$ cat src/design/swp_pkg.sv
// Shared types and constants of the stereo waveform plotter.
`default_nettype none
package swp_pkg;

  // Default screen geometry.
  localparam int unsigned SCREEN_WIDTH_DEF  = 160;
  localparam int unsigned SCREEN_HEIGHT_DEF = 80;

  // Maximum number of plot results caused by a single frame.
  localparam int unsigned MAX_RESULTS = 54;

  // Field and datapath widths.
  localparam int unsigned SAMPLE_W   = 32;
  localparam int unsigned HALF_W     = 16;
  localparam int unsigned FC_W       = 16;
  localparam int unsigned FRAC_W     = 16;
  localparam int unsigned STEP_W     = FC_W + FRAC_W;
  localparam int unsigned COL_W      = 8;
  localparam int unsigned ROW_W      = 7;
  localparam int unsigned ROW_CALC_W = 10;

  // Fixed-point scaling of the upper sample half: divide by 32768.
  localparam int unsigned SCALE_SHIFT = 15;

  // Frame count register.
  localparam logic [FC_W-1:0] FRAME_COUNT_RST = 16'd160;
  localparam logic [FC_W-1:0] FRAME_COUNT_MIN = 16'd3;

  typedef struct packed {
    logic                       start_req;
    logic signed [SAMPLE_W-1:0] left_sample;
    logic signed [SAMPLE_W-1:0] right_sample;
  } swp_in_t;

  typedef struct packed {
    logic [COL_W-1:0] column;
    logic [ROW_W-1:0] left_row;
    logic             left_on;
    logic [ROW_W-1:0] right_row;
    logic             right_on;
    logic             screen_done;
    logic             last;
  } swp_out_t;

  typedef enum logic [2:0] {
    ST_IDLE,
    ST_DIV,
    ST_SCALE_L,
    ST_SCALE_R,
    ST_EMIT
  } swp_state_e;

endpackage
`default_nettype wire

$ cat src/design/swp_div.sv
// Step divider: frame count in 16.16 over a constant width by reciprocal multiplication.
`default_nettype none
module swp_div import swp_pkg::*; #(
  parameter int unsigned DIVISOR = SCREEN_WIDTH_DEF
) (
  input  wire logic [FC_W-1:0] fc_i,
  output logic [STEP_W-1:0]    quot_o
);

  // For every dividend below 2^32, floor(x / DIVISOR) equals
  // (x * RECIP) >> (STEP_W + SH) with RECIP = ceil(2^(STEP_W + SH) / DIVISOR)
  // and SH = ceil(log2(DIVISOR)). The dividend is fc * 2^16, so the low
  // FRAC_W bits of the shift fold into the frame count.
  localparam int unsigned SH      = $clog2(DIVISOR);
  localparam int unsigned RECIP_W = STEP_W + 2;
  localparam int unsigned PROD_W  = FRAC_W + SH + STEP_W;
  localparam logic [63:0] RECIP_64 =
    ((64'd1 << (STEP_W + SH)) + 64'(DIVISOR) - 64'd1) / 64'(DIVISOR);
  localparam logic [RECIP_W-1:0] RECIP = RECIP_W'(RECIP_64);

  logic [PROD_W-1:0] prod;

  assign prod   = PROD_W'(fc_i) * PROD_W'(RECIP);
  assign quot_o = prod[FRAC_W + SH +: STEP_W];

endmodule
`default_nettype wire

$ cat src/design/stereo_waveform_plotter.sv
// Top level of the stereo waveform plotter: sequencer, scaler and result register.
`default_nettype none
// The plotter takes one stereo frame per input transaction and spreads a buffer
// of frame_count frames over SCREEN_WIDTH columns with a 16.16 step of
// frame_count*65536/SCREEN_WIDTH. For every column that falls on the current
// frame it emits one result transaction with the mirrored column and the rows
// of the left and right points. A frame with start_req set restarts the
// buffer and recomputes the step in ST_DIV by multiplying the clamped frame
// count with a constant reciprocal of the width. Every other frame runs
// through the accept state, the two scale states on the shared multiplier
// (left row, then right row) and the emit phase, which gives one result per
// cycle while the output is not stalled and leaves at once when the frame
// plots nothing; a frame before the first start goes straight back to idle.
// Input stall is high while a frame is being worked on. Results sit in an
// output register, so the next frame is accepted while the last result still
// waits; a stalled output only holds up the emit phase. The frame_count
// register may be written at any time the block is idle and is sampled only
// by a start frame.
module stereo_waveform_plotter import swp_pkg::*; #(
  parameter int unsigned SCREEN_WIDTH  = SCREEN_WIDTH_DEF,
  parameter int unsigned SCREEN_HEIGHT = SCREEN_HEIGHT_DEF
) (
  input  wire logic            clk_i,
  input  wire logic            rst_ni,
  input  wire logic            cfg_we_i,
  input  wire logic [FC_W-1:0] cfg_wdata_i,
  input  wire logic            in_valid_i,
  output logic                 in_stall_o,
  input  wire swp_in_t         in_data_i,
  output logic                 out_valid_o,
  input  wire logic            out_stall_i,
  output swp_out_t             out_data_o
);

  localparam int unsigned SCALE   = SCREEN_HEIGHT / 4 - 2;
  localparam int unsigned SCALE_W = $clog2(SCALE + 1);
  localparam int unsigned PROD_W  = HALF_W + SCALE_W + 1;
  localparam int unsigned N_W     = $clog2(MAX_RESULTS + 1);

  localparam logic signed [SCALE_W:0]       SCALE_S = {1'b0, SCALE_W'(SCALE)};
  localparam logic signed [ROW_CALC_W-1:0]  CTR_L   = ROW_CALC_W'(SCREEN_HEIGHT / 4);
  localparam logic signed [ROW_CALC_W-1:0]  CTR_R   = ROW_CALC_W'((3 * SCREEN_HEIGHT) / 4);
  localparam logic [COL_W-1:0]              COL_LAST = COL_W'(SCREEN_WIDTH - 1);

  swp_state_e state_q, state_d;

  logic [FC_W-1:0]   fc_q;
  logic [COL_W-1:0]  col_q;
  logic [STEP_W-1:0] pos_q;
  logic [STEP_W-1:0] step_q;
  logic [FC_W-1:0]   frame_q;
  logic [N_W-1:0]    n_q;

  logic signed [HALF_W-1:0] lhi_q, rhi_q;
  logic [ROW_W-1:0]         lrow_q, rrow_q;
  logic                     lon_q, ron_q;

  swp_out_t out_q;
  logic     out_valid_q;

  logic in_acc, out_free;
  logic div_start, mul_right, emit, frame_inc;
  logic [STEP_W-1:0] quot;
  logic [FC_W-1:0]   fc_cl;

  logic hit, hit_nx;
  logic [STEP_W-1:0] pos_nx;
  logic [COL_W:0]    col_nx;
  logic [N_W-1:0]    n_nx;

  logic signed [HALF_W-1:0]     mul_a;
  logic signed [PROD_W-1:0]     prod, prod_sh;
  logic signed [ROW_CALC_W-1:0] centre, y;
  logic                         y_on;
  logic [ROW_W-1:0]             y_row;

  assign in_acc   = in_valid_i & ~in_stall_o;
  assign out_free = ~out_valid_q | ~out_stall_i;

  // Step computation: frame_count (clamped to at least 3) in 16.16 over the width.
  assign fc_cl = (fc_q < FRAME_COUNT_MIN) ? FRAME_COUNT_MIN : fc_q;

  swp_div #(
    .DIVISOR (SCREEN_WIDTH)
  ) u_div (
    .fc_i   (fc_cl),
    .quot_o (quot)
  );

  // Column match for the current and for the following column.
  always_comb begin
    pos_nx = pos_q + step_q;
    col_nx = {1'b0, col_q} + 1'b1;
    n_nx   = n_q + 1'b1;
    hit    = (n_q < N_W'(MAX_RESULTS)) && (col_q < COL_W'(SCREEN_WIDTH)) &&
             (pos_q[STEP_W-1 -: FC_W] == frame_q);
    hit_nx = (n_nx < N_W'(MAX_RESULTS)) && (col_nx < (COL_W + 1)'(SCREEN_WIDTH)) &&
             (pos_nx[STEP_W-1 -: FC_W] == frame_q);
  end

  // One multiplier serves both channels; floor scaling is an arithmetic shift.
  always_comb begin
    mul_a   = mul_right ? rhi_q : lhi_q;
    centre  = mul_right ? CTR_R : CTR_L;
    prod    = mul_a * SCALE_S;
    prod_sh = prod >>> SCALE_SHIFT;
    y       = centre + $signed(prod_sh[ROW_CALC_W-1:0]);
    y_on    = !y[ROW_CALC_W-1] &&
              (y[ROW_CALC_W-2:0] < (ROW_CALC_W - 1)'(SCREEN_HEIGHT));
    y_row   = y_on ? y[ROW_W-1:0] : '0;
  end

  // Next state.
  always_comb begin
    state_d = state_q;
    unique case (state_q)
      ST_IDLE: begin
        if (in_acc) begin
          if (in_data_i.start_req) begin
            state_d = ST_DIV;
          end else if (step_q != '0) begin
            state_d = ST_SCALE_L;
          end
        end
      end
      ST_DIV: begin
        state_d = ST_SCALE_L;
      end
      ST_SCALE_L: begin
        state_d = ST_SCALE_R;
      end
      ST_SCALE_R: begin
        state_d = ST_EMIT;
      end
      ST_EMIT: begin
        if (!hit || (out_free && !hit_nx)) begin
          state_d = ST_IDLE;
        end
      end
      default: begin
        state_d = ST_IDLE;
      end
    endcase
  end

  // Sequencer outputs.
  always_comb begin
    in_stall_o = 1'b1;
    div_start  = 1'b0;
    mul_right  = 1'b0;
    emit       = 1'b0;
    frame_inc  = 1'b0;
    unique case (state_q)
      ST_IDLE: begin
        in_stall_o = 1'b0;
        div_start  = in_acc & in_data_i.start_req;
        frame_inc  = in_acc & ~in_data_i.start_req & (step_q == '0);
      end
      ST_DIV: begin
      end
      ST_SCALE_L: begin
      end
      ST_SCALE_R: begin
        mul_right = 1'b1;
      end
      ST_EMIT: begin
        emit      = hit & out_free;
        frame_inc = ~hit | (out_free & ~hit_nx);
      end
      default: begin
      end
    endcase
  end

  always_ff @(posedge clk_i or negedge rst_ni) begin
    if (!rst_ni) begin
      state_q     <= ST_IDLE;
      fc_q        <= FRAME_COUNT_RST;
      col_q       <= '0;
      pos_q       <= '0;
      step_q      <= '0;
      frame_q     <= '0;
      n_q         <= '0;
      out_valid_q <= 1'b0;
    end else begin
      state_q <= state_d;
      if (cfg_we_i) begin
        fc_q <= cfg_wdata_i;
      end
      if (in_acc) begin
        n_q <= '0;
      end
      if (div_start) begin
        col_q   <= '0;
        pos_q   <= '0;
        frame_q <= '0;
      end
      if (state_q == ST_DIV) begin
        step_q <= quot;
      end
      if (emit) begin
        pos_q <= pos_nx;
        col_q <= col_nx[COL_W-1:0];
        n_q   <= n_nx;
      end
      if (frame_inc && frame_q != '1) begin
        frame_q <= frame_q + 1'b1;
      end
      if (emit) begin
        out_valid_q <= 1'b1;
      end else if (!out_stall_i) begin
        out_valid_q <= 1'b0;
      end
    end
  end

  always_ff @(posedge clk_i) begin
    if (in_acc) begin
      lhi_q <= in_data_i.left_sample[SAMPLE_W-1 -: HALF_W];
      rhi_q <= in_data_i.right_sample[SAMPLE_W-1 -: HALF_W];
    end
    if (state_q == ST_SCALE_L) begin
      lrow_q <= y_row;
      lon_q  <= y_on;
    end
    if (state_q == ST_SCALE_R) begin
      rrow_q <= y_row;
      ron_q  <= y_on;
    end
    if (emit) begin
      out_q.column      <= COL_LAST - col_q;
      out_q.left_row    <= lrow_q;
      out_q.left_on     <= lon_q;
      out_q.right_row   <= rrow_q;
      out_q.right_on    <= ron_q;
      out_q.screen_done <= col_q == COL_LAST;
      out_q.last        <= ~hit_nx;
    end
  end

  assign out_valid_o = out_valid_q;
  assign out_data_o  = out_q;

`ifndef SYNTHESIS
  a_result_needs_step: assert property (@(posedge clk_i) disable iff (!rst_ni)
    $rose(out_valid_o) |-> step_q != '0)
    else $error("result issued before any buffer was started");

  a_column_on_screen: assert property (@(posedge clk_i) disable iff (!rst_ni)
    out_valid_o |-> out_data_o.column <= COL_LAST)
    else $error("result column lies beyond the screen");

  a_result_bound: assert property (@(posedge clk_i) disable iff (!rst_ni)
    n_q <= N_W'(MAX_RESULTS))
    else $error("too many results for one frame");

  a_last_ends_frame: assert property (@(posedge clk_i) disable iff (!rst_ni)
    (emit && !hit_nx) |=> (state_q == ST_IDLE && out_valid_o && out_data_o.last))
    else $error("last result did not end the frame");
`endif

endmodule
`default_nettype wire

$ cat config.mk
export PLATFORM = sky130hd
export DESIGN_NAME = stereo_waveform_plotter
export DESIGN_NICKNAME = d
export VERILOG_FILES = /design/src/design/swp_pkg.sv /design/src/design/swp_div.sv /design/src/design/stereo_waveform_plotter.sv
export SDC_FILE = /design/constraint.sdc
export NUM_CORES = 1
export LEC_CHECK = 0
export BUFFER_PORTS_ARGS = -buffer_cell sky130_fd_sc_hd__buf_4
export CAP_MARGIN = 40
export CORE_MARGIN = 2
export CORE_UTILIZATION = 29
export DETAILED_ROUTE_END_ITERATION = 6
export HOLD_SLACK_MARGIN = 0.08
export PLACE_DENSITY = 0.47
export RECOVER_POWER = 25
export SLEW_MARGIN = 20
export SYNTH_ARGS = -nofsm -noshare
export SYNTH_HDL_FRONTEND = slang
export SYNTH_HIERARCHICAL = 1
export SYNTH_SLANG_ARGS = --single-unit
$ cat constraint.sdc
create_clock -name clk_i -period 13.2 [get_ports clk_i]
set_input_delay 0 -clock clk_i [delete_from_list [all_inputs] [get_ports clk_i]]
set_output_delay 0 -clock clk_i [all_outputs]
set_load 0.005 [all_outputs]
# Word level (Yosys, flattened, before mapping)
# Cells that the tools add are included.
[totals]
register_bits = 181
out_inout_bits = 28
[op_classes]
bitwise = 13
add_sub_neg = 6
order_cmp = 6
reduce_logical = 18
n_eq_ne = 12
muxes = 24
n_mul = 2
[op_table]
columns = ["op", "count"]
rows = [
  ["16-bit two-way mux", 4],
  ["32-bit two-way mux", 2],
  ["16-bit by 32-bit multiplier with 48-bit output (second input constant)", 1],
  ["32-bit by 25-bit adder with 32-bit output", 1],
  ["16-bit == test", 2],
  ["32-bit logical NOT", 1],
  ["32-bit nonzero test", 1],
  ["16-bit by 5-bit multiplier with 21-bit output (second input constant)", 1],
  ["6-bit two-way mux", 3],
  ["16-bit by 1-bit adder with 16-bit output (second input constant)", 1],
  ["16-bit by 2-bit < comparator with 1-bit output (second input constant)", 1],
  ["8-bit two-way mux", 2],
  ["16-bit != test (second input constant)", 1],
  ["3-bit one-hot mux with 5 select lines", 1],
  ["6-bit < comparator (second input constant)", 2],
  ["3-bit two-way mux", 4],
  ["8-bit by 1-bit adder with 9-bit output (second input constant)", 1],
  ["9-bit by 7-bit < comparator with 1-bit output (second input constant)", 1],
  ["9-bit by 8-bit < comparator with 1-bit output (second input constant)", 1],
  ["7-bit by 7-bit adder with 8-bit output", 1],
  ["8-bit == test (second input constant)", 1],
  ["8-bit < comparator (second input constant)", 1],
  ["8-bit subtractor (first input constant)", 1],
  ["1-bit logical AND", 7],
  ["18 further kinds", 39],
]

# Logic depth before layout (Yosys ltp)
# Gate-level depths: netlist (run 1).
[depth]
depth_word = 10
ltp_mapped = 23
mapped_depth_nobuf = 22

# Modules after synthesis
# Netlist (run 1), hierarchy kept.
[modules_own_cells]
columns = ["module", "instances", "area_per_inst_um2", "cells_each"]
rows = [
  ["stereo_waveform_plotter", 1, 10859.2, 1050],
  ["swp_div", 1, 5836.8, 665],
]

# Worst setup path before layout (run 1)
# Ideal clock, no wire load.
[synth_path]
kind = "register -> register"
startpoint = "register fc_q[12]"
endpoint = "register step_q[21]"
n_path_buf = 0
slack_ns = 7.501
t_arrival_ns = 5.575
period_less_slack_ns = 5.699
stages_incl_launch_ff = 20
required_time_ns = 13.075
setup_time_ns = 0.125
cell_sequence = "dfrtp_1 nor4_1 nand4_1 nand2b_1 ha_1 fa_1 fa_1 inv_1 fa_1 fa_1 fa_1 inv_1 ha_1 nand4_2 nor4_4 o21ai_2 a31oi_4 a211oi_1 o221a_1 mux2_2"
[synth_between]
elab_chain_len = 3
[synth_rtl]
columns = ["element", "line_no", "source"]
rows = [
  ["from (decl)", "stereo_waveform_plotter.sv:47", "logic [FC_W-1:0] fc_q;"],
  ["from (signal assigned)", "stereo_waveform_plotter.sv:188", "fc_q <= cfg_wdata_i;"],
  ["16-bit by 2-bit < comparator with 1-bit output", "stereo_waveform_plotter.sv:81", "assign fc_cl = (fc_q < FRAME_COUNT_MIN) ? FRAME_COUNT_MIN : fc_q;"],
  ["16-bit two-way mux", "stereo_waveform_plotter.sv:81", ""],
  ["via fc_cl[1]", "stereo_waveform_plotter.sv:64", "logic [FC_W-1:0] fc_cl;"],
  ["16-bit by 32-bit multiplier with 48-bit output", "swp_div.sv:23", "assign prod = PROD_W'(fc_i) * PROD_W'(RECIP);"],
  ["via quot[21]", "stereo_waveform_plotter.sv:63", "logic [STEP_W-1:0] quot;"],
  ["to (signal assigned)", "stereo_waveform_plotter.sv:199", "step_q <= quot;"],
  ["to (decl)", "stereo_waveform_plotter.sv:50", "logic [STEP_W-1:0] step_q;"],
]
# The timed path passes the listed nets, and every way through them passes these cells.
# A chain may end at the register's enable or synchronous reset.

# Worst setup path in the final report (run 1)
[layout_path]
startpoint = "register fc_q[12]"
endpoint = "register step_q[6]"
# The elaborated chain is that of the path after synthesis.

==> flow_metrics.py, run 1 <==
metrics = {
    "outcome": {
        "outcome": "finished, violations left",
        "violations": "capacitance limit, slew limit",
    },
    "layout": {
        "nFillCells": 5848,
        "fin_area_sq_um": 19230,
        "area.sequential_sq_um": 5077,
        "antenna_cells": 0,
        "stdcell_count": 2582,
        "final_cell_mix": "inv_1, ha_1, nand2_1, dfrtp_1, o21ai_0",
        "nets": 2178,
        "area_growth_syn_to_layout_pct": 15.20,
        "layout-drive-gt1-share": 0.1238,
        "layout_commonest_cell": "inv_1",
        "multiInputGateArea_sq_um": 10450,
    },
    "place": {
        "place_inst": 2480,
        "io_buffer_count": 81,
        "dp_hpwl_mm": 34.18,
        "dpl-instance-area_sq_um": 17990,
        "finalWeightedCongestion": 0.8556,
    },
    "worst_setup_path": {
        "cpMostUsedCell": "fa_1",
        "crit_end": "step_q[6]",
        "worstPathCellList": "nor4_1 > nand4_1 > nand2b_1 > ha_1 > fa_1 > fa_1 > inv_1 > fa_1 > fa_1 > fa_1 > inv_1 > ha_1 > nand4_2 > nor4_4 > nand3_1 > a31oi_1 > o21ai_0 > xnor2_1 > mux2_2",
        "cp-startpoint": "fc_q[12]",
        "reg2reg_to": "step_q[6]",
        "crit_type": "register to register",
        "rr_worst_depth": 19,
        "crit_slowest_cell": "fa_1",
        "cp_max_fo": 6,
        "rrSetupSlack_ns": 6.36,
        "regToRegStartpoint": "fc_q[12]",
        "crit_path_max_incr_delay_ns": 0.60,
        "cp.required_ns": 13.56,
        "cp-start-kind": "register",
        "cp_data_arrival_time_ns": 7.20,
        "worstSetupEndpointType": "register",
    },
    "detailed_routing": {
        "viasPerCell": 4.899,
        "num_vias": 12650,
        "drt_iter0_drc": 635,
        "ant_nets": 0,
        "drc": 0,
        "dr.pass1.iters": 5,
        "wl_per_cell_um": 16.74,
        "wl_mm": 43.23,
    },
    "logic_synthesis": {
        "synth_top_area_share": 0.1679,
        "synth_seq_area_share": 0.3041,
        "ys_ff_latch": 188,
        "ys_warn_count": 6,
        "yosysTopAreaCell": "dfrtp_1",
        "synth_cell_types": 97,
        "synthArstFlopShare": 0.6064,
        "synth-main-ff-cell": "dfrtp_1",
        "syn_avg_cell_area_sq_um": 9.735,
        "synth_cells": 1715,
        "syn_area_sq_um": 16700,
        "synth_edf_count": 74,
        "netlist_top_cells_area": "dfrtp_1, ha_1, edfxtp_1",
    },
    "sta": {
        "hold_viol_final": 0,
        "finalMaxSlewViolations": 46,
        "finalCritPeriodShare": 0.5183,
        "setup_viol": 0,
        "tightest_slew_ns": 2.755,
        "fin_skew_ns": 0.02018,
        "max_freq_mhz": 146.2,
        "fin_crit_ns": 6.841,
        "fin_tns_setup_ns": 0,
        "rsz0062_at_grt": "false",
        "slew_headroom": -0.8364,
    },
    "global_routing": {
        "grt_overflow": 0,
        "first_global_vias": 13060,
        "grtUsageTotal": 0.1509,
        "grt_pass1_wl_mm": 71.21,
        "grt_max_degree": 77,
        "antenna_found_initial": 0,
    },
    "clock_network": {
        "worstSkewPairLatency_ns": 0.49,
        "clkSinkCount": 188,
        "post_cts_buffers": 0,
        "clockBufferDepth": 2,
        "h-tree-depth": 4,
        "numCtsBuffers": 17,
        "path_clk_slew_ns": 0.08,
        "cts_hold_buffers": 69,
        "cts_tree": "built",
        "cts_resized": 0,
        "cts-root-buf": "clkbuf_16",
    },
    "floorplanning": {
        "die_area_sq_um": 59510,
        "core-area_sq_um": 56600,
        "rows": 87,
        "ioPinCount": 114,
        "start_util": 0.2950,
        "fp.dieH_um": 243.9,
        "die_x_um": 243.9,
    },
    "worst_hold_path": {
        "hold_path_class": "input port to register",
    },
    "flow_run": {
        "max-cap-violations": 1,
    },
}
per-stage QoR:
step / utilization / setup WS (ns) / hold WS, ns
detailed placement: 0.3178 / 6.351 / 0.08268
floorplan: - / 7.501 / -0.2956
global route: 0.3398 / 5.956 / 0.2358
CTS: 0.3397 / 6.311 / 0.09819
global placement: 0.3165 / 6.325 / 0.08996
finish: 0.3398 / 6.359 / 0.2449
cell families (layout without fill, tap and decap cells):
family                     after synthesis  after routing  share of synthesized area
AOI/OAI and AO/OA                      368            368                     0.1493
xor gates and xnor gates                89             89                    0.05021
adders and majority gates              279            279                     0.2464
buffers and inverters                  296            401                    0.07269
DFF                                    188            188                     0.3041
muxes                                   60             60                    0.03979
other                                    1              7                  0.0002246
and+or+nand+nor                        434            434                     0.1373
worst max-delay path, delay by kind of cell (launching register included):
| kind | cells | cell delay [ns] |
|---|---|---|
| compound gates | 2 | 0.65 |
| xor+xnor | 1 | 0.20 |
| fa+ha+maj | 7 | 3.43 |
| buf+inv | 2 | 0.13 |
| flops | 1 | 0.46 |
| mux | 1 | 0.27 |
| simple gates | 6 | 1.60 |
synthesized netlist by cell type, drive strengths merged (10+ instances only):
library cell	number
nand4	30
o21bai	10
edfxtp	74
or3	10
o21a	10
nor4	21
buf	32
nor2	53
xnor2	49
a211oi	16
and3	31
o211ai	16
a21o	28
xor2	36
mux2	51
ha	196
a31oi	11
dfrtp	112
nand2b	18
nor3	18
o21ai	100
a22oi	10
and2	10
inv	207
a31o	14
nand2	126
a21oi	85
clkbuf	57
or2	10
fa	83
nand3	66
and4	13
metal layers:
layer  global-route usage  routed length, um  up-vias
met5                    0                  0        -
met4              0.03910                559        0
met3              0.02239               1269       35
met2               0.2531              20600      193
met1               0.2032              20810     6145
li1                     -                  -     6277
registers in the layout, summed over array words and instances, names as in the netlist:
name and flops:
rrow_q 7, lhi_q 16, frame_q 16, ron_q 1, lon_q 1, n_q 6, col_q 8, lrow_q 7
out_data_o 26, fc_q 16, rhi_q 16, step_q 32, state_q 3, pos_q 32, out_valid_o 1
area by class of cell:
type / instances / area share
clock buffer: 20 / 0.02322
timing repair buffer: 162 / 0.07455
multi-input combinational: 1237 / 0.5432
tap: 756 / 0.04918
clock inverter: 12 / 0.005465
inverter: 207 / 0.04040
sequential: 188 / 0.2640
worst min-delay path by stage:
stage / from / endpoint / slack, ns / depth (start not counted)
after floorplan: rst_ni / col_q[0] / -0.30 / 0
after global placement: rst_ni / pos_q[9] / 0.09 / 1
after detailed placement: rst_ni / pos_q[9] / 0.08 / 1
after CTS: rst_ni / pos_q[9] / 0.1 / 2
after global routing: in_data_i[59] / lhi_q[11] / 0.24 / 2
final: in_data_i[17] / rhi_q[1] / 0.24 / 2
Power of run 1 is left out: the tool's default activity adds up to more than one toggle a clock period on the data nets, which glitch-free logic cannot reach.
==> inputs of run 2 (changes only) <==
==> constraint.sdc (replaced) <==
create_clock -name clk_i -period 7.1 [get_ports clk_i]
set_input_delay 0 -clock clk_i [delete_from_list [all_inputs] [get_ports clk_i]]
set_output_delay 0 -clock clk_i [all_outputs]
set_load 0.005 [all_outputs]
==> run 2 against run 1 <==
The flow still finishes with violations (capacitance limit, slew limit). Clock skew is 0.0011 ns lower. Fmax is 2.4% higher. Critical path depth stayed put. Core utilization is 0.12 points higher. Design area is 0.36% higher. Via count is 0.24% lower. Register-to-register slack worse by 5.9 ns. Non-clock buffer count is 5 higher. Cell count is 0.19% higher. Die area stayed put. Count of clock-buffer cells in the layout is 2 lower. Critical path type unchanged.
==> flow_metrics.py, run 2 (synthesis results as in run 1) <==
metrics = {
    "detailed_routing": {
        "wl_per_cell_um": 16.66,
        "ant_nets": 0,
        "num_vias": 12620,
        "wl_mm": 43.09,
        "dr.pass1.iters": 5,
        "drt_iter0_drc": 511,
        "viasPerCell": 4.878,
        "drc": 0,
    },
    "worst_hold_path": {
        "hold_path_class": "input port to register",
        "min_from": "in_data_i[30]",
    },
    "clock_network": {
        "cts-root-buf": "clkbuf_16",
        "worstSkewPairLatency_ns": 0.49,
        "h-tree-depth": 4,
        "cts_tree": "built",
        "path_clk_slew_ns": 0.08,
        "numCtsBuffers": 17,
        "clkSinkCount": 188,
        "clockBufferDepth": 2,
    },
    "place": {
        "dp_hpwl_mm": 34.15,
        "io_buffer_count": 81,
        "place_inst": 2486,
        "finalWeightedCongestion": 0.8636,
    },
    "layout": {
        "layout-drive-gt1-share": 0.1289,
        "final_util": 0.3410,
        "stdcell_count": 2587,
        "final_cell_mix": "inv_1, ha_1, nand2_1, dfrtp_1, o21ai_0",
        "nets": 2183,
        "area_growth_syn_to_layout_pct": 15.62,
        "layout_commonest_cell": "inv_1",
        "antenna_cells": 0,
        "top_regs": "pos_q (32), step_q (32), out_data_o (26)",
    },
    "worst_setup_path": {
        "crit_buf_inv": 2,
        "cp-start-kind": "register",
        "cp_data_arrival_time_ns": 7.05,
        "worstPathCellList": "nor4_1 > nand4_1 > nand2b_1 > ha_1 > fa_1 > fa_1 > fa_1 > inv_1 > fa_1 > inv_1 > fa_1 > ha_1 > nand4_1 > nor3_4 > a21o_1 > a31oi_1 > and3_1 > xnor2_1 > mux2_2",
        "worstSetupEndpointType": "register",
        "crit_type": "register to register",
        "crit_family": "adder cells",
        "cpMostUsedCell": "fa_1",
        "regToRegStartpoint": "fc_q[12]",
        "crit_slowest_cell": "fa_1",
        "crit_path_max_incr_delay_ns": 0.60,
        "cp-startpoint": "fc_q[12]",
        "cp_max_fo": 10,
        "cp.required_ns": 7.47,
    },
    "sta": {
        "rsz0062_at_grt": "false",
        "whs_ns": 0.2484,
        "setup_viol": 0,
        "fin_skew_ns": 0.01908,
        "tightest_slew_ns": 2.756,
        "fin_tns_setup_ns": 0,
        "hold_viol_final": 0,
        "finalCritPeriodShare": 0.9412,
        "max_freq_mhz": 149.6,
        "finalMaxSlewViolations": 46,
        "fin_crit_ns": 6.683,
        "slew_headroom": -0.8372,
    },
    "global_routing": {
        "grtUsageTotal": 0.1493,
        "grt_overflow": 0,
        "grt_pass1_wl_mm": 70.59,
        "first_global_vias": 12920,
        "antenna_found_initial": 0,
        "grt_max_degree": 77,
    },
    "floorplanning": {
        "die_x_um": 243.9,
        "rows": 87,
        "die_area_sq_um": 59510,
        "start_util": 0.2950,
        "fp.dieH_um": 243.9,
        "core-area_sq_um": 56600,
        "ioPinCount": 114,
    },
    "flow_run": {
        "max-cap-violations": 1,
    },
    "outcome": {
        "outcome": "finished, violations left",
        "violations": "capacitance limit, slew limit",
    },
}
-- run 2: cell count changes in the layout (fill, tap and decap cells not counted), moves of 2 or more --
cell        previous run  this run
buf_4                 53        59
clkinv_4               6         1
clkinvlp_4             0         2
clkinv_2               0         2
clkinv_8               0         2
clkbuf_1               6         4
-- run 2: area by class of cell --
class / count / area, sq um
Fill cell: 5834 / 37300
Timing Repair Buffer: 167 / 1459
Sequential cell: 188 / 5077
Multi-Input combinational cell: 1237 / 10460
Clock inverter: 14 / 153.9
Clock buffer: 18 / 429.2
Inverter: 207 / 777.0
Tap cell: 756 / 945.9
-- run 2: timing repair --
item / 4_1_cts / 5_1_grt
gates resized for setup: 0 / 3
hold buffers: 69 / 0
hold endpoints to repair: 105 / 0
setup buffers: 0 / 0
setup endpoints to repair: 0 / 3
-- run 2: path summary, 6_finish.rpt --
path | slack (ns) | cells after the start | to
worst max-delay path | 0.42 | 19 | step_q[15]
worst min-delay path | 0.25 | 2 | rhi_q[14]
worst min register to register | 0.42 | 0 | out_data_o[10]
max in group asynchronous | 4.30 | 4 | n_q[1]
worst max register to register | 0.42 | 19 | step_q[15]
min in group asynchronous | 0.96 | 2 | pos_q[9]
-- run 2: through the flow --
step | area [sq um] | setup slack [ns]
floorplan | 16720 | 1.401
global placement | 17960 | 0.4195
detailed placement | 18030 | 0.3676
CTS | 19300 | 0.3114
global route | 19300 | 0.01962
finish | 19300 | 0.4174
-- run 2: routing by layer --
metal | wire length (um) | part of all wire | track usage
met1 | 20920 | 0.49 | 0.2017
met2 | 20460 | 0.47 | 0.2480
met3 | 1065 | 0.025 | 0.02250
met4 | 650 | 0.015 | 0.04161
met5 | 0 | 0 | 0
Power of run 2 is left out for the same reason.
==> inputs of run 3 (changes only) <==
--- a/config.mk
+++ b/config.mk
@@ -5,6 +5,7 @@
 export SDC_FILE = /design/constraint.sdc
 export NUM_CORES = 1
 export LEC_CHECK = 0
+export ABC_AREA = 1
 export BUFFER_PORTS_ARGS = -buffer_cell sky130_fd_sc_hd__buf_4
 export CAP_MARGIN = 40
 export CORE_MARGIN = 2
==> run 3 against run 2 <==
The run still ends with capacitance limit, slew limit left. Synthesized area is 5.2% higher. Die area is 5.1% higher. Via count is 18% higher. Critical endpoint is now step_q[18].
==> flow_metrics.py, run 3 <==
metrics = {
    "floorplanning": {
        "rows": 90,
        "core-area_sq_um": 60130,
        "die_area_sq_um": 62560,
        "ioPinCount": 114,
        "fp.dieH_um": 250.1,
        "die_x_um": 250.1,
        "start_util": 0.2921,
    },
    "flow_run": {
        "max-cap-violations": 1,
    },
    "global_routing": {
        "grtUsageTotal": 0.1576,
        "grt_pass1_wl_mm": 77.69,
        "grt_max_degree": 57,
        "antenna_found_initial": 0,
        "first_global_vias": 14520,
        "grt_overflow": 0,
    },
    "clock_network": {
        "numCtsBuffers": 17,
        "path_clk_slew_ns": 0.08,
        "cts-root-buf": "clkbuf_16",
        "clkSinkCount": 188,
        "clockBufferDepth": 2,
        "cts_tree": "built",
        "post_cts_buffers": 0,
        "h-tree-depth": 4,
        "worstSkewPairLatency_ns": 0.50,
    },
    "sta": {
        "slew_headroom": -0.9818,
        "hold_viol_final": 0,
        "finalMaxSlewViolations": 51,
        "fin_crit_ns": 6.563,
        "finalCritPeriodShare": 0.9244,
        "tightest_slew_ns": 2.973,
        "max_freq_mhz": 152.4,
        "setup_viol": 0,
        "fin_skew_ns": 0.02603,
        "fin_tns_setup_ns": 0,
        "rsz0062_at_grt": "false",
    },
    "worst_hold_path": {
        "min_from": "in_data_i[54]",
        "hold_path_class": "input port to register",
    },
    "detailed_routing": {
        "drc": 0,
        "viasPerCell": 4.599,
        "drt_iter0_drc": 779,
        "dr.pass1.iters": 7,
        "wl_mm": 48.03,
        "ant_nets": 0,
        "wl_per_cell_um": 14.87,
        "num_vias": 14860,
    },
    "outcome": {
        "violations": "capacitance limit, slew limit",
        "outcome": "finished, violations left",
    },
    "layout": {
        "nets": 2800,
        "layout-drive-gt1-share": 0.09150,
        "final_util": 0.3399,
        "final_cell_mix": "nand2_1, inv_1, ha_1, nand3_1, nor2_1",
        "area_growth_syn_to_layout_pct": 16.36,
        "layout_commonest_cell": "nand2_1",
        "top_regs": "pos_q (32), step_q (32), out_data_o (26)",
        "antenna_cells": 0,
    },
    "logic_synthesis": {
        "synth_common_cells": "nand2_1, inv_1, ha_1",
        "syn_avg_cell_area_sq_um": 7.678,
        "synth.most_common_cell": "nand2_1",
        "synth_edf_count": 74,
        "ys_ff_latch": 188,
        "synth_cell_types": 52,
        "syn_area_sq_um": 17570,
        "yosysTopAreaCell": "dfrtp_1",
        "synthArstFlopShare": 0.6064,
        "synth_top_area_share": 0.1595,
        "ys_warn_count": 6,
        "synth_cells": 2288,
        "netlist_top_cells_area": "dfrtp_1, ha_1, nand2_1",
        "synth-main-ff-cell": "dfrtp_1",
        "synth_seq_area_share": 0.2890,
    },
    "worst_setup_path": {
        "cp-start-kind": "register",
        "cp.required_ns": 7.46,
        "regToRegStartpoint": "fc_q[10]",
        "cp-startpoint": "fc_q[10]",
        "crit_type": "register to register",
        "cp_max_fo": 6,
        "worstSetupEndpointType": "register",
        "cp_data_arrival_time_ns": 6.93,
    },
    "place": {
        "io_buffer_count": 81,
        "finalWeightedCongestion": 0.9110,
        "dp_hpwl_mm": 39.16,
    },
}
run 3: area by class of cell:
type                            count  area (sq um)
Fill cell                        6379         39690
Timing Repair Buffer              172          1494
Multi-Input combinational cell   1607         10590
Tap cell                          782         978.4
Clock buffer                       17         425.4
Sequential cell                   188          5077
Inverter                          449          1685
Clock inverter                     15         190.2
run 3: layer usage:
| metal | wire, um | up-vias | track usage |
|---|---|---|---|
| li1 | - | 7566 | - |
| met1 | 22940 | 6970 | 0.2186 |
| met2 | 22380 | 275 | 0.2535 |
| met3 | 1792 | 45 | 0.02193 |
| met4 | 919 | 0 | 0.04962 |
| met5 | 0 | - | 0 |
run 3: timing repair:
item / 4_1_cts / 5_1_grt
setup endpoints to repair: 0 / 1
hold buffers: 76 / 1
hold endpoints to repair: 109 / 4
gates resized for setup: 0 / 1
run 3: logic make-up (layout without fill, tap and decap cells):
group / Yosys count / count (layout) / synth area share
AND/OR/NAND/NOR: 1035 / 1035 / 0.2537
XOR/XNOR: 51 / 51 / 0.02543
other: 1 / 7 / 0.0002135
AO/OA/AOI/OAI: 194 / 194 / 0.06133
adder cells (fa/ha/maj): 279 / 279 / 0.2342
multiplexers: 41 / 41 / 0.02628
buffers and inverters: 499 / 653 / 0.1098
flip-flops: 188 / 188 / 0.2890
run 3: worst paths after layout:
path                                   to  slack, ns  cells past startpoint
min reg2reg                out_data_o[10]       0.42                      0
min in group asynchronous          n_q[3]       0.43                      3
min                              lhi_q[6]       0.24                      2
max reg2reg                    step_q[18]       0.54                     23
max in group asynchronous         fc_q[5]       3.28                      6
max                            step_q[18]       0.54                     23
run 3: critical path, cell delays in order, from the launching register on:
cell       delay, ns
dfrtp_1         0.48
inv_1           0.10
nand4_1         0.11
a2111oi_0       0.34
nand3_1         0.15
nand2_1         0.19
ha_1            0.30
fa_1            0.62
fa_1            0.49
fa_1            0.49
inv_1           0.05
fa_1            0.62
inv_1           0.08
fa_1            0.50
ha_2            0.45
nand2_2         0.13
nor2_1          0.24
nand4_1         0.12
a21oi_1         0.14
nand3b_1        0.29
nand2_1         0.15
nand3_1         0.10
nand2_1         0.05
mux2_2          0.25
run 3: stage by stage:
stage | instance area, sq um | hold slack, ns | cells | setup WS (ns)
after floorplan | 17590 | -0.2956 | 2294 | 1.530
after global placement | 19020 | 0.1302 | 3118 | 0.5266
after detailed placement | 19050 | 0.1273 | 3119 | 0.5079
after CTS | 20420 | 0.1208 | 3227 | 0.4356
after global routing | 20440 | 0.2168 | 3230 | 0.06352
final | 20440 | 0.2413 | 3230 | 0.5370
Power of run 3 is left out for the same reason.
